### config.mk
export PLATFORM = sky130hd
export DESIGN_NAME = asl_tag_control_subtraction_unit_flat
export DESIGN_NICKNAME = d
export VERILOG_FILES = /design/src/hw/rtl/asl_pkg.sv /design/src/hw/rtl/asl_in_if.sv /design/src/hw/rtl/asl_out_if.sv /design/src/hw/rtl/asl_front.sv /design/src/hw/rtl/asl_job_queue.sv /design/src/hw/rtl/asl_back.sv /design/src/hw/rtl/asl_tag_control_subtraction_unit.sv /design/src/flat_wrapper.sv
export VERILOG_INCLUDE_DIRS = /design/src /design/src/hw/rtl
export SDC_FILE = /design/constraint.sdc
export NUM_CORES = 1
export LEC_CHECK = 0
export ABC_AREA = 1
export BUFFER_PORTS_ARGS = -buffer_cell sky130_fd_sc_hd__buf_2
export CAP_MARGIN = 20
export CELL_PAD_IN_SITES_DETAIL_PLACEMENT = 1
export CELL_PAD_IN_SITES_GLOBAL_PLACEMENT = 1
export CORE_MARGIN = 2
export CORE_UTILIZATION = 52
export DETAILED_ROUTE_END_ITERATION = 10
export GPL_TIMING_DRIVEN = 1
export PLACE_DENSITY = 0.95
export SYNTH_ARGS = -nofsm -noshare
export SYNTH_HDL_FRONTEND = slang
export SYNTH_SLANG_ARGS = --single-unit
### constraint.sdc
create_clock -name clk -period 16.75 [get_ports clk]
set_clock_uncertainty 0.1 [all_clocks]
set_input_delay 0.8375 -clock clk [delete_from_list [all_inputs] [get_ports clk]]
set_output_delay 0.8375 -clock clk [all_outputs]
set_load 0.02 [all_outputs]
### src/hw/rtl/asl_tag_control_subtraction_unit_defines.svh
// Shared assertion macros. Each expects clk and rst_n in scope.
`ifndef ASL_TAG_CONTROL_SUBTRACTION_UNIT_DEFINES_SVH
`define ASL_TAG_CONTROL_SUBTRACTION_UNIT_DEFINES_SVH

// Same-cycle implication
`define ASL_ASSERT_IMPLY(lbl, ante, cons, msg) \
  lbl: assert property (@(posedge clk) disable iff (!rst_n) (ante) |-> (cons)) \
    else $error(msg);

// Next-cycle implication
`define ASL_ASSERT_NEXT(lbl, ante, cons, msg) \
  lbl: assert property (@(posedge clk) disable iff (!rst_n) (ante) |=> (cons)) \
    else $error(msg);

`endif

### src/hw/rtl/asl_pkg.sv
package asl_pkg;

  localparam int SAMPLE_BITS = 20;
  localparam int MAX_PAIRS   = 64;
  localparam int VALUE_W     = 28;
  localparam int CNT_W       = 7;
  localparam int THR_W       = 19;
  localparam int SCHEME_W    = 2;
  localparam int CFG_IDX_W   = 2;
  localparam int CFG_DATA_W  = 19;
  // wide enough for a halved sum minus a sample, and for a sum plus a difference
  localparam int WIDE_W = (SAMPLE_BITS + 2 > VALUE_W + 1) ? SAMPLE_BITS + 2 : VALUE_W + 1;
  localparam int DIV_STEPS   = VALUE_W;
  localparam int DIV_CNT_W   = $clog2(DIV_STEPS);

  // subtraction schemes
  localparam logic [SCHEME_W-1:0] SCHEME_STRICT   = 2'd0;
  localparam logic [SCHEME_W-1:0] SCHEME_ADJACENT = 2'd1;
  localparam logic [SCHEME_W-1:0] SCHEME_SURROUND = 2'd2;

  // register indexes
  localparam logic [CFG_IDX_W-1:0] CFG_SCHEME    = 2'd0;
  localparam logic [CFG_IDX_W-1:0] CFG_THRESHOLD = 2'd1;
  localparam logic [CFG_IDX_W-1:0] CFG_PAIRS     = 2'd2;

  localparam logic signed [WIDE_W-1:0] VMAX_W = WIDE_W'((64'sd1 <<< (VALUE_W - 1)) - 64'sd1);
  localparam logic signed [WIDE_W-1:0] VMIN_W = -VMAX_W - WIDE_W'(1);

  // one work item handed from front to back
  typedef struct packed {
    logic [1:0]                 ndiff;
    logic signed [VALUE_W-1:0]  d0;
    logic signed [VALUE_W-1:0]  d1;
    logic [CNT_W-1:0]           num0;
    logic                       mean;
    logic                       mean_ok;
    logic signed [VALUE_W-1:0]  sum;
    logic [CNT_W-1:0]           cnt;
  } job_t;

  // clamp to the signed result range
  function automatic logic signed [VALUE_W-1:0] sat_value(input logic signed [WIDE_W-1:0] v);
    logic signed [VALUE_W-1:0] r;
    if (v > VMAX_W) r = VALUE_W'(VMAX_W);
    else if (v < VMIN_W) r = VALUE_W'(VMIN_W);
    else r = VALUE_W'(v);
    return r;
  endfunction

endpackage

### src/hw/rtl/asl_in_if.sv
interface asl_in_if;
  logic                                   valid;
  logic                                   ready;
  logic signed [asl_pkg::SAMPLE_BITS-1:0] tag_on;
  logic signed [asl_pkg::SAMPLE_BITS-1:0] tag_off;

  modport source (output valid, tag_on, tag_off, input ready);
  modport sink   (input valid, tag_on, tag_off, output ready);
endinterface

### src/hw/rtl/asl_out_if.sv
interface asl_out_if;
  logic                               valid;
  logic                               ready;
  logic signed [asl_pkg::VALUE_W-1:0] value;
  logic                               is_mean;
  logic [asl_pkg::CNT_W-1:0]          diff_number;
  logic                               zero_count;
  logic                               last;

  modport source (output valid, value, is_mean, diff_number, zero_count, last, input ready);
  modport sink   (input valid, value, is_mean, diff_number, zero_count, last, output ready);
endinterface

### src/hw/rtl/asl_front.sv
module asl_front (
  input  logic                           clk,
  input  logic                           rst_n,
  input  logic                           cfg_we,
  input  logic [asl_pkg::CFG_IDX_W-1:0]  cfg_index,
  input  logic [asl_pkg::CFG_DATA_W-1:0] cfg_data,
  asl_in_if.sink                         in_ch,
  input  logic                           q_full,
  output logic                           q_push,
  output asl_pkg::job_t                  q_job
);

  localparam int W  = asl_pkg::WIDE_W;
  localparam int VW = asl_pkg::VALUE_W;
  localparam int CW = asl_pkg::CNT_W;

  logic [asl_pkg::SCHEME_W-1:0]          scheme_r;
  logic [asl_pkg::THR_W-1:0]             thr_r;
  logic [CW-1:0]                         pairs_r;
  logic [CW-1:0]                         pair_idx_r, pair_idx_nxt;
  logic signed [asl_pkg::SAMPLE_BITS-1:0] prev_on_r, prev_off_r;
  logic                                  active_r, active_nxt;
  logic signed [VW-1:0]                  sum_r, sum_nxt;
  logic [CW-1:0]                         cnt_r, cnt_nxt;

  logic                  fire, first, active, last_pair;
  logic [CW-1:0]         pc_eff, cnt_base;
  logic [1:0]            n;
  logic signed [W-1:0]   on_w, off_w, pon_w, poff_w, thr_w;
  logic signed [VW-1:0]  d0, d1, sum_base, sum1, sum2;

  assign fire        = in_ch.valid && in_ch.ready;
  assign in_ch.ready = !q_full;

  // configuration registers
  always_ff @(posedge clk) begin
    if (!rst_n) begin
      scheme_r <= asl_pkg::SCHEME_STRICT;
      thr_r    <= '0;
      pairs_r  <= CW'(1);
    end else if (cfg_we) begin
      unique case (cfg_index)
        asl_pkg::CFG_SCHEME:    scheme_r <= cfg_data[asl_pkg::SCHEME_W-1:0];
        asl_pkg::CFG_THRESHOLD: thr_r    <= cfg_data[asl_pkg::THR_W-1:0];
        asl_pkg::CFG_PAIRS:     pairs_r  <= cfg_data[CW-1:0];
        default: ;
      endcase
    end
  end

  // operand extension
  assign on_w   = W'(in_ch.tag_on);
  assign off_w  = W'(in_ch.tag_off);
  assign pon_w  = W'(prev_on_r);
  assign poff_w = W'(prev_off_r);
  assign thr_w  = $signed(W'(thr_r));

  // pixel bookkeeping
  assign first  = (pair_idx_r == '0);
  assign active = first ? (on_w > thr_w) : active_r;
  assign pc_eff = (pairs_r == '0) ? CW'(1) :
                  (pairs_r > CW'(asl_pkg::MAX_PAIRS)) ? CW'(asl_pkg::MAX_PAIRS) : pairs_r;
  assign last_pair = ({1'b0, pair_idx_r} + 8'd1) >= {1'b0, pc_eff};
  assign sum_base  = first ? '0 : sum_r;
  assign cnt_base  = first ? '0 : cnt_r;

  // classify the pair and form its differences
  always_comb begin
    d0 = asl_pkg::sat_value(on_w - off_w);
    d1 = d0;
    n  = 2'd1;
    case (scheme_r)
      asl_pkg::SCHEME_ADJACENT: begin
        if (!first) begin
          d0 = asl_pkg::sat_value(on_w - poff_w);
          d1 = asl_pkg::sat_value(on_w - off_w);
          n  = 2'd2;
        end
      end
      asl_pkg::SCHEME_SURROUND: begin
        d0 = asl_pkg::sat_value(((pon_w + on_w) >>> 1) - poff_w);
        d1 = asl_pkg::sat_value(on_w - ((poff_w + off_w) >>> 1));
        n  = first ? 2'd0 : 2'd2;
      end
      default: ;
    endcase
    if (!active) n = 2'd0;
  end

  // running sum, saturated after each difference
  assign sum1 = (n != 2'd0) ? asl_pkg::sat_value(W'(sum_base) + W'(d0)) : sum_base;
  assign sum2 = (n == 2'd2) ? asl_pkg::sat_value(W'(sum1) + W'(d1)) : sum1;

  always_comb begin
    if (last_pair) begin
      pair_idx_nxt = '0;
      active_nxt   = 1'b0;
      sum_nxt      = '0;
      cnt_nxt      = '0;
    end else begin
      pair_idx_nxt = CW'(pair_idx_r + 1'b1);
      active_nxt   = active;
      sum_nxt      = sum2;
      cnt_nxt      = CW'(cnt_base + CW'(n));
    end
  end

  always_ff @(posedge clk) begin
    if (!rst_n) begin
      pair_idx_r <= '0;
      active_r   <= 1'b0;
      sum_r      <= '0;
      cnt_r      <= '0;
      prev_on_r  <= '0;
      prev_off_r <= '0;
    end else if (fire) begin
      pair_idx_r <= pair_idx_nxt;
      active_r   <= active_nxt;
      sum_r      <= sum_nxt;
      cnt_r      <= cnt_nxt;
      prev_on_r  <= in_ch.tag_on;
      prev_off_r <= in_ch.tag_off;
    end
  end

  // job for the back end; pairs with nothing to show are dropped
  assign q_push       = fire && ((n != 2'd0) || last_pair);
  assign q_job.ndiff  = n;
  assign q_job.d0     = d0;
  assign q_job.d1     = d1;
  assign q_job.num0   = cnt_base;
  assign q_job.mean   = last_pair;
  assign q_job.cnt    = CW'(cnt_base + CW'(n));
  assign q_job.mean_ok = active && (q_job.cnt != '0);
  assign q_job.sum    = sum2;

endmodule

### src/hw/rtl/asl_job_queue.sv
module asl_job_queue (
  input  logic          clk,
  input  logic          rst_n,
  input  logic          push,
  input  asl_pkg::job_t push_job,
  output logic          full,
  input  logic          pop,
  output asl_pkg::job_t pop_job,
  output logic          empty
);

  asl_pkg::job_t slot_r [2];
  logic          wr_ptr_r, rd_ptr_r;
  logic [1:0]    fill_r;

  assign full    = (fill_r == 2'd2);
  assign empty   = (fill_r == 2'd0);
  assign pop_job = slot_r[rd_ptr_r];

  always_ff @(posedge clk) begin
    if (push) slot_r[wr_ptr_r] <= push_job;
  end

  // pointers and fill level
  always_ff @(posedge clk) begin
    if (!rst_n) begin
      wr_ptr_r <= 1'b0;
      rd_ptr_r <= 1'b0;
      fill_r   <= '0;
    end else begin
      if (push) wr_ptr_r <= ~wr_ptr_r;
      if (pop)  rd_ptr_r <= ~rd_ptr_r;
      case ({push, pop})
        2'b10:   fill_r <= fill_r + 2'd1;
        2'b01:   fill_r <= fill_r - 2'd1;
        default: ;
      endcase
    end
  end

endmodule

### src/hw/rtl/asl_back.sv
`include "asl_tag_control_subtraction_unit_defines.svh"

module asl_back (
  input  logic          clk,
  input  logic          rst_n,
  input  logic          q_empty,
  input  asl_pkg::job_t q_job,
  output logic          q_pop,
  asl_out_if.source     out_ch
);

  localparam int VW = asl_pkg::VALUE_W;
  localparam int CW = asl_pkg::CNT_W;
  localparam int DW = asl_pkg::DIV_CNT_W;

  localparam logic [2:0] ST_IDLE = 3'd0;
  localparam logic [2:0] ST_D0   = 3'd1;
  localparam logic [2:0] ST_D1   = 3'd2;
  localparam logic [2:0] ST_TAIL = 3'd3;
  localparam logic [2:0] ST_DIV  = 3'd4;
  localparam logic [2:0] ST_MEAN = 3'd5;

  localparam logic [DW-1:0] DIV_LAST = DW'(asl_pkg::DIV_STEPS - 1);

  logic [2:0]           st_r, st_nxt;
  asl_pkg::job_t        job_r, job_nxt;
  logic [CW-1:0]        rem_r, rem_nxt;
  logic [VW-1:0]        dvd_r, dvd_nxt;
  logic [DW-1:0]        dcnt_r, dcnt_nxt;

  logic                 ov_r, ov_nxt;
  logic signed [VW-1:0] val_r, val_nxt;
  logic                 ism_r, ism_nxt;
  logic [CW-1:0]        num_r, num_nxt;
  logic                 zc_r, zc_nxt;
  logic                 last_r, last_nxt;

  logic                 out_free;
  logic [CW:0]          trial;
  logic                 take;
  logic [VW-1:0]        mag, quo;

  assign out_free = !ov_r || out_ch.ready;

  // restoring divider step: one quotient bit per cycle
  assign trial = {rem_r, dvd_r[VW-1]};
  assign take  = trial >= {1'b0, job_r.cnt};
  assign mag   = job_r.sum[VW-1] ? VW'(-job_r.sum) : VW'(job_r.sum);
  assign quo   = job_r.sum[VW-1] ? VW'(-dvd_r) : dvd_r;

  always_comb begin
    st_nxt   = st_r;
    job_nxt  = job_r;
    rem_nxt  = rem_r;
    dvd_nxt  = dvd_r;
    dcnt_nxt = dcnt_r;
    q_pop    = 1'b0;
    ov_nxt   = ov_r && !out_ch.ready;
    val_nxt  = val_r;
    ism_nxt  = ism_r;
    num_nxt  = num_r;
    zc_nxt   = zc_r;
    last_nxt = last_r;
    unique case (st_r)
      ST_IDLE: begin
        if (!q_empty) begin
          q_pop   = 1'b1;
          job_nxt = q_job;
          st_nxt  = (q_job.ndiff != 2'd0) ? ST_D0 : ST_TAIL;
        end
      end
      ST_D0: begin
        if (out_free) begin
          ov_nxt   = 1'b1;
          val_nxt  = job_r.d0;
          ism_nxt  = 1'b0;
          num_nxt  = job_r.num0;
          zc_nxt   = 1'b0;
          last_nxt = 1'b0;
          st_nxt   = (job_r.ndiff == 2'd2) ? ST_D1 : ST_TAIL;
        end
      end
      ST_D1: begin
        if (out_free) begin
          ov_nxt   = 1'b1;
          val_nxt  = job_r.d1;
          ism_nxt  = 1'b0;
          num_nxt  = CW'(job_r.num0 + 1'b1);
          zc_nxt   = 1'b0;
          last_nxt = 1'b0;
          st_nxt   = ST_TAIL;
        end
      end
      ST_TAIL: begin
        rem_nxt  = '0;
        dvd_nxt  = mag;
        dcnt_nxt = '0;
        if (!job_r.mean) st_nxt = ST_IDLE;
        else if (job_r.mean_ok) st_nxt = ST_DIV;
        else st_nxt = ST_MEAN;
      end
      ST_DIV: begin
        rem_nxt  = take ? CW'(trial - {1'b0, job_r.cnt}) : trial[CW-1:0];
        dvd_nxt  = {dvd_r[VW-2:0], take};
        dcnt_nxt = DW'(dcnt_r + 1'b1);
        if (dcnt_r == DIV_LAST) st_nxt = ST_MEAN;
      end
      ST_MEAN: begin
        if (out_free) begin
          ov_nxt   = 1'b1;
          val_nxt  = job_r.mean_ok ? $signed(quo) : '0;
          ism_nxt  = 1'b1;
          num_nxt  = '0;
          zc_nxt   = !job_r.mean_ok;
          last_nxt = 1'b1;
          st_nxt   = ST_IDLE;
        end
      end
      default: st_nxt = ST_IDLE;
    endcase
  end

  // control state
  always_ff @(posedge clk) begin
    if (!rst_n) begin
      st_r <= ST_IDLE;
      ov_r <= 1'b0;
    end else begin
      st_r <= st_nxt;
      ov_r <= ov_nxt;
    end
  end

  // payload and divider datapath
  always_ff @(posedge clk) begin
    job_r  <= job_nxt;
    rem_r  <= rem_nxt;
    dvd_r  <= dvd_nxt;
    dcnt_r <= dcnt_nxt;
    val_r  <= val_nxt;
    ism_r  <= ism_nxt;
    num_r  <= num_nxt;
    zc_r   <= zc_nxt;
    last_r <= last_nxt;
  end

  assign out_ch.valid       = ov_r;
  assign out_ch.value       = val_r;
  assign out_ch.is_mean     = ism_r;
  assign out_ch.diff_number = num_r;
  assign out_ch.zero_count  = zc_r;
  assign out_ch.last        = last_r;

  `ASL_ASSERT_IMPLY(a_mean_is_last, ov_r, ism_r == last_r, "mean and last disagree")
  `ASL_ASSERT_IMPLY(a_zc_value, ov_r && zc_r, val_r == '0 && ism_r, "zero count with value")
  `ASL_ASSERT_IMPLY(a_div_nonzero, st_r == ST_DIV, job_r.cnt != '0, "divide by zero count")
  `ASL_ASSERT_IMPLY(a_div_bound, st_r == ST_DIV, dcnt_r <= DIV_LAST, "divider overran")
  `ASL_ASSERT_NEXT(a_div_done, st_r == ST_DIV && dcnt_r == DIV_LAST, st_r == ST_MEAN,
                   "divider did not finish")

endmodule

### src/hw/rtl/asl_tag_control_subtraction_unit.sv
// Channel  Dir  Payload                                               Handshake
// in_ch    in   tag_on, tag_off (signed Q16.4)                        valid/ready
// out_ch   out  value, is_mean, diff_number, zero_count, last         valid/ready
// cfg_*    in   cfg_index selects scheme, noise_threshold, pair_count write only
//
// Front takes one pair beat per cycle while the 2-entry job queue has room.
// Back: pops a job, sends one beat per difference, then closes the job;
// a mean adds a division (skipped on zero count) and a beat to send it.
// Reset is synchronous and clears control and pixel state; no clearing pass.
// Either side may stall on its own; the output register holds a stalled beat.
module asl_tag_control_subtraction_unit (
  input  logic                           clk,
  input  logic                           rst_n,
  input  logic                           cfg_we,
  input  logic [asl_pkg::CFG_IDX_W-1:0]  cfg_index,
  input  logic [asl_pkg::CFG_DATA_W-1:0] cfg_data,
  asl_in_if.sink                         in_ch,
  asl_out_if.source                      out_ch
);

  logic          q_full, q_empty, q_push, q_pop;
  asl_pkg::job_t push_job, pop_job;

  asl_front u_front (
    .clk       (clk),
    .rst_n     (rst_n),
    .cfg_we    (cfg_we),
    .cfg_index (cfg_index),
    .cfg_data  (cfg_data),
    .in_ch     (in_ch),
    .q_full    (q_full),
    .q_push    (q_push),
    .q_job     (push_job)
  );

  asl_job_queue u_queue (
    .clk      (clk),
    .rst_n    (rst_n),
    .push     (q_push),
    .push_job (push_job),
    .full     (q_full),
    .pop      (q_pop),
    .pop_job  (pop_job),
    .empty    (q_empty)
  );

  asl_back u_back (
    .clk     (clk),
    .rst_n   (rst_n),
    .q_empty (q_empty),
    .q_job   (pop_job),
    .q_pop   (q_pop),
    .out_ch  (out_ch)
  );

endmodule

### src/flat_wrapper.sv
// flat-port wrapper written by rule: the top's interface ports become plain ports
module asl_tag_control_subtraction_unit_flat 
  (clk, rst_n, cfg_we, cfg_index, cfg_data, in_ch_valid, in_ch_tag_on, in_ch_tag_off, in_ch_ready, out_ch_valid, out_ch_value, out_ch_is_mean, out_ch_diff_number, out_ch_zero_count, out_ch_last, out_ch_ready);
  asl_in_if in_ch_i ();
  asl_out_if out_ch_i ();
  input  logic clk;
  input  logic rst_n;
  input  logic cfg_we;
  input  logic [asl_pkg::CFG_IDX_W-1:0] cfg_index;
  input  logic [asl_pkg::CFG_DATA_W-1:0] cfg_data;
  input wire logic [$bits(in_ch_i.valid)-1:0] in_ch_valid;
  input wire logic [$bits(in_ch_i.tag_on)-1:0] in_ch_tag_on;
  input wire logic [$bits(in_ch_i.tag_off)-1:0] in_ch_tag_off;
  output wire logic [$bits(in_ch_i.ready)-1:0] in_ch_ready;
  output wire logic [$bits(out_ch_i.valid)-1:0] out_ch_valid;
  output wire logic [$bits(out_ch_i.value)-1:0] out_ch_value;
  output wire logic [$bits(out_ch_i.is_mean)-1:0] out_ch_is_mean;
  output wire logic [$bits(out_ch_i.diff_number)-1:0] out_ch_diff_number;
  output wire logic [$bits(out_ch_i.zero_count)-1:0] out_ch_zero_count;
  output wire logic [$bits(out_ch_i.last)-1:0] out_ch_last;
  input wire logic [$bits(out_ch_i.ready)-1:0] out_ch_ready;
  assign in_ch_i.valid = in_ch_valid;
  assign in_ch_i.tag_on = in_ch_tag_on;
  assign in_ch_i.tag_off = in_ch_tag_off;
  assign in_ch_ready = in_ch_i.ready;
  assign out_ch_valid = out_ch_i.valid;
  assign out_ch_value = out_ch_i.value;
  assign out_ch_is_mean = out_ch_i.is_mean;
  assign out_ch_diff_number = out_ch_i.diff_number;
  assign out_ch_zero_count = out_ch_i.zero_count;
  assign out_ch_last = out_ch_i.last;
  assign out_ch_i.ready = out_ch_ready;
  asl_tag_control_subtraction_unit u_core (.clk(clk), .rst_n(rst_n), .cfg_we(cfg_we), .cfg_index(cfg_index), .cfg_data(cfg_data), .in_ch(in_ch_i), .out_ch(out_ch_i));
endmodule
Word level (Yosys, flattened, before mapping)
Memories as Yosys holds them, arrays and structs flattened. A register that Yosys moved wholly into a read port is not among the register bits.
Cells that the tools add are included.
Word-level totals
  memories kept: 1
  bits of input ports: 66
  bits in writable memories: 204
  register bits: 298
  output and inout bits: 40
  word-level logic and storage cells: 188
Cells by class
  bitwise gates (word level): 3
  reductions and logical operators: 31
  magnitude comparators: 16
  eq/ne operators: 21
  $add $sub $neg: 18
  multiplexer cells: 69
Memories
  u_core.u_queue.slot_r: depth 2, width 102, rd ports 1, clocked after Yosys merged registers in 1, write ports 1, RTL line asl_job_queue.sv:12  | asl_pkg::job_t slot_r [2];
Operators with widths (count)
  $mux W28: 24
  $gt A21 B28 Y1 const B: 4
  $lt A21 B28 Y1 const B: 4
  $pmux W28 S2: 2
  $pmux W28 S3: 1
  $sub A20 B20 Y21: 4
  $mux W7: 9
  $add A28 B28 Y29: 2
  $gt A29 B28 Y1 const B: 2
  $lt A29 B28 Y1 const B: 2
  $neg A28 Y28: 2
  $add A20 B20 Y21: 2
  $pmux W7 S3: 1
  $gt A20 B20 Y1: 1
  $mux W3: 6
  $pmux W3 S6: 1
  $ge A8 B7 Y1: 2
  $mux W1: 15
  $add A7 B1 Y7 const B: 2
  $logic_not A7 Y1: 2
  $pmux W7 S2: 1
  $eq A2 B2 Y1 const B: 6
  $ne A2 B2 Y1 const B: 5
  $pmux W5 S2: 1
  31 further kinds: 57

Depth between registers and ports, before layout
  depth in word-level cells: 17
  gate-level depth with buffers: 58

Cells and area by module
Synthesis repeated with hierarchy kept, for this count alone.
Unflattened totals
  cells, all modules: 3923
  area total of the unflattened synthesis: 33442.1 sq um
Modules (own cells, without submodules)
  asl_front: instances 1, area each 16791.1 sq um, cells each 2733
  asl_back: instances 1, area each 8742.1 sq um, cells each 838
  asl_job_queue: instances 1, area each 7908.8 sq um, cells each 352

Worst setup path before layout
Ideal clock, no wire load.
  kind: input-to-reg
  from: in in_ch_tag_on[1]
  to: reg u_core.u_front.sum_r[14]
  required time: 16.580 ns
  arrival: 7.469 ns
  setup slack: 9.110 ns
  stages: 51
  cell sequence: inv_1 -> fa_1 -> o21ai_0 -> a21oi_1 -> o21bai_1 -> nand3_1 -> nand2_1 -> a21oi_1 -> o21ai_0 -> xor2_1 -> ha_1 -> a21oi_1 -> o21ai_0 -> a21oi_1 -> a21oi_1 -> o21ai_0 -> nand2_1 -> nand2_1 -> (+15 left out) -> nand3_2 -> and2_1 -> ha_1 -> fa_1 -> nand3_1 -> nand2_1 -> a21boi_1 -> inv_1 -> nand2_1 -> nand2_1 -> a21oi_1 -> xnor2_1 -> nand2_1 -> nand2_1 -> nand2_1 -> nand2_2 -> nand2_1 -> a21oi_2
RTL lines
  start, declared: RTL line flat_wrapper.sv:12  | input wire logic [$bits(in_ch_i.tag_on)-1:0] in_ch_tag_on;
  end signal, assigned: RTL line asl_front.sv:119  | sum_r <= sum_nxt;
  end, declared: RTL line asl_front.sv:23  | logic signed [VW-1:0] sum_r, sum_nxt;

==> results.md <==
* Mapped Cells at just under 4k
* Post-CTS setup buffer count at 0
* Layout cell share with drive strength beyond 1 at 9.48%
* Kind of start point of the critical path: input port
* Area grow syn2layout at 9.84%
* Clk sink count at roughly 470
* Slew of the pin with the lowest slew margin at 1.35 ns
* # hold bufs at CTS at 0
* Clock Tree Buf Depth at 3
* Root Driver: clkbuf_16
* Worst-path fanout max at 27
* Largest cells by area after synthesis: edfxtp_1, nand2_1, ha_1, dfxtp_1, a21oi_1
* Max Fclk at 103 MHz
* Critical path type: in2reg
* Via density per instance at approximately 6
* Endpoint class of the critical path: flip-flop
* Die width at 248 um
* CP dominant cell by count: nand2_1
* Max incr delay on CP at 0.50 ns
* PostCTS Resize Cnt at 0
* Flip-flop and latch count after synthesis at 467
* Clock buffer count from CTS at 51
* I/O Pins at 106
* Die Height at between 200 and 250 um
* Die Area at 61500 um^2
* Maximum vdd ir drop at 0.115 mV
* Hold slack at 0.359 ns
* First-pass GRT wire length at 181 mm
* Gr ovfl total at 0
* Worst hold path type: reg2reg
* Final WL at 120 mm
* Syn Nets at 4191
* Vias at 29.6k
* Antenna violations before repair at 5
* Final setup TNS at 0 ns
* Leading cell types in the layout, fill and taps excluded: nand2_1, inv_1, edfxtp_1, a21oi_1, o21ai_0
* Detail Route Antenna Nets at 0
* Min cycle time layout at 9.69 ns
* DR iter-0 viols at 2629
* WP data required at 17.20 ns
* Outcome: completed
* CTS tree: done
* Setup Viol. Count Final at 0
* RSZ-0062 raised after global routing: false
* Max-cap check violation count at 0
* Most common cell after layout, fill and taps aside: nand2_1
* DP HPWL at 86.6 mm
* Routability cong. at 0.973
* Top cell type's share of synthesized area at 33.7%
* Critical Path AT at roughly 10 ns
* Layout Nets at about 4.3k
* Slew Viols, Final at 0
* DR DRC count at 0
* Worst-Skew Late Latency at 0.65 ns
* CTS H-tree lvls at 2
* Syn. warnings at 0
* CP max stage cell: nand4_4
* Port-buffer cells at 105
* Ys flop type: edfxtp_1
* Drt pass-1 iters at 10
* Final Core Density at 57.7%
* Asr flop ratio synth at 0%
* Mapped Area at 31000 um^2
* Top cell type by total area after synthesis: edfxtp_1
* Largest net degree at the start of global routing at slightly above 100
* Core ar. at 58900 um^2
* Vias in the first global route at 30.9k
* Post-synth cell types at 67
* Pwr dens at 169 nW/um^2
* Routed len/inst at 25.0 um
* Seq/Total Area, Yosys at 41.4%
* Max_slew headroom at between 9 and 10%
* Final hold vios at 0
* Avg Synthesized Cell Area at 7.94 um^2
* Tcrit/Tclk final at between 50% and 60%
* Total track usage at 38.6%
* Worst-path clk slew at ~0.07 ns
* Row cnt at 89
* P_leak at approximately 15 nW
* Initial core utilization at 52.6%
* Post-synth EDFFs at 347
critical path, delay by kind of cell:
| kind | cells | cell delay [ns] |
|---|---|---|
| adder cells (fa/ha/maj) | 4 | 1.45 |
| buffers and inverters | 3 | 0.42 |
| AO/OA/AOI/OAI | 15 | 2.86 |
| XOR/XNOR | 1 | 0.19 |
| AND/OR/NAND/NOR | 29 | 4.32 |
sequential cells by signal (all words and copies together), names as in the netlist, 2 cells and up, named ones only:
| signal | count |
|---|---|
| u_core.u_back.dcnt_r | 5 |
| u_core.u_back.dvd_r | 28 |
| u_core.u_back.job_r | 90 |
| u_core.u_back.out_ch.diff_number | 7 |
| u_core.u_back.out_ch.value | 28 |
| u_core.u_back.rem_r | 7 |
| u_core.u_back.st_r | 3 |
| u_core.u_front.cnt_r | 7 |
| u_core.u_front.pair_idx_r | 7 |
| u_core.u_front.pairs_r | 7 |
| u_core.u_front.prev_off_r | 20 |
| u_core.u_front.prev_on_r | 20 |
| u_core.u_front.scheme_r | 2 |
| u_core.u_front.sum_r | 28 |
| u_core.u_front.thr_r | 19 |
| u_core.u_queue.fill_r | 2 |
| u_core.u_queue.slot_r | 180 |
Yosys cell counts (all sizes together) (44+ instances only):
cell	instances
a21oi	345
nand3	188
dfxtp	120
nor3	44
ha	218
inv	402
clkbuf	73
nand2	1205
xor2	102
edfxtp	347
nor2	247
o21ai	283
worst paths after layout:
check,start,end,slack (ns),depth (start not counted)
hold / removal,u_core.u_front.thr_r[8],u_core.u_front.thr_r[8],0.36,2
setup / recovery,in_ch_tag_on[1],u_core.u_front.sum_r[4],7.06,52
hold reg to reg,u_core.u_front.thr_r[8],u_core.u_front.thr_r[8],0.36,2
setup reg to reg,u_core.u_front.prev_on_r[1],u_core.u_front.sum_r[4],7.26,51
through the flow:
stage               power [mW]  area (um^2)  setup slack [ns]  instances
finish                    5.76        34000              7.06       4792
global route              6.02        34000              6.53       4790
CTS                       5.66        34000              7.27       4789
detailed placement        4.37        32200              6.75       4693
global placement          4.16        32200              7.07       4692
floorplan                 3.52        31000              9.11       3897
routing by layer:
metal / vias to the layer above / GRT usage (%) / routed length [um]
li1: 13200 / - / -
met5: - / 0 / 45
met4: 6 / 21.8 / 7450
met2: 1525 / 64.8 / 56500
met1: 14400 / 46.4 / 45800
met3: 457 / 7.26 / 10200
power breakdown:
group	leakage, nW	switching (mW)	internal [mW]	total (mW)
logic	10.2	1.90	0.732	2.64
registers	4.24	0.186	1.71	1.89
clock network	0.871	0.531	0.697	1.23
total	15.3	2.62	3.14	5.76
logic make-up after synthesis:
family	synth area share, %
multiplexers	0.0647
buffers and inverters	6.62
XOR/XNOR	4.05
AO/OA/AOI/OAI	13.3
flip-flops	41.4
AND/OR/NAND/NOR	25.1
adder cells (fa/ha/maj)	9.46
cell type report:
class                      instances  area (um^2)
clock inverter                    22          241
antenna                            2         5.00
multi-input combinational       2915        16100
clock buffer                      74         1550
tap                              773          967
fill                            7225        24900
sequential                       467        12800
timing repair buffer             132          748
inverter                         407         1530
Power figures use the tool's default switching activity.
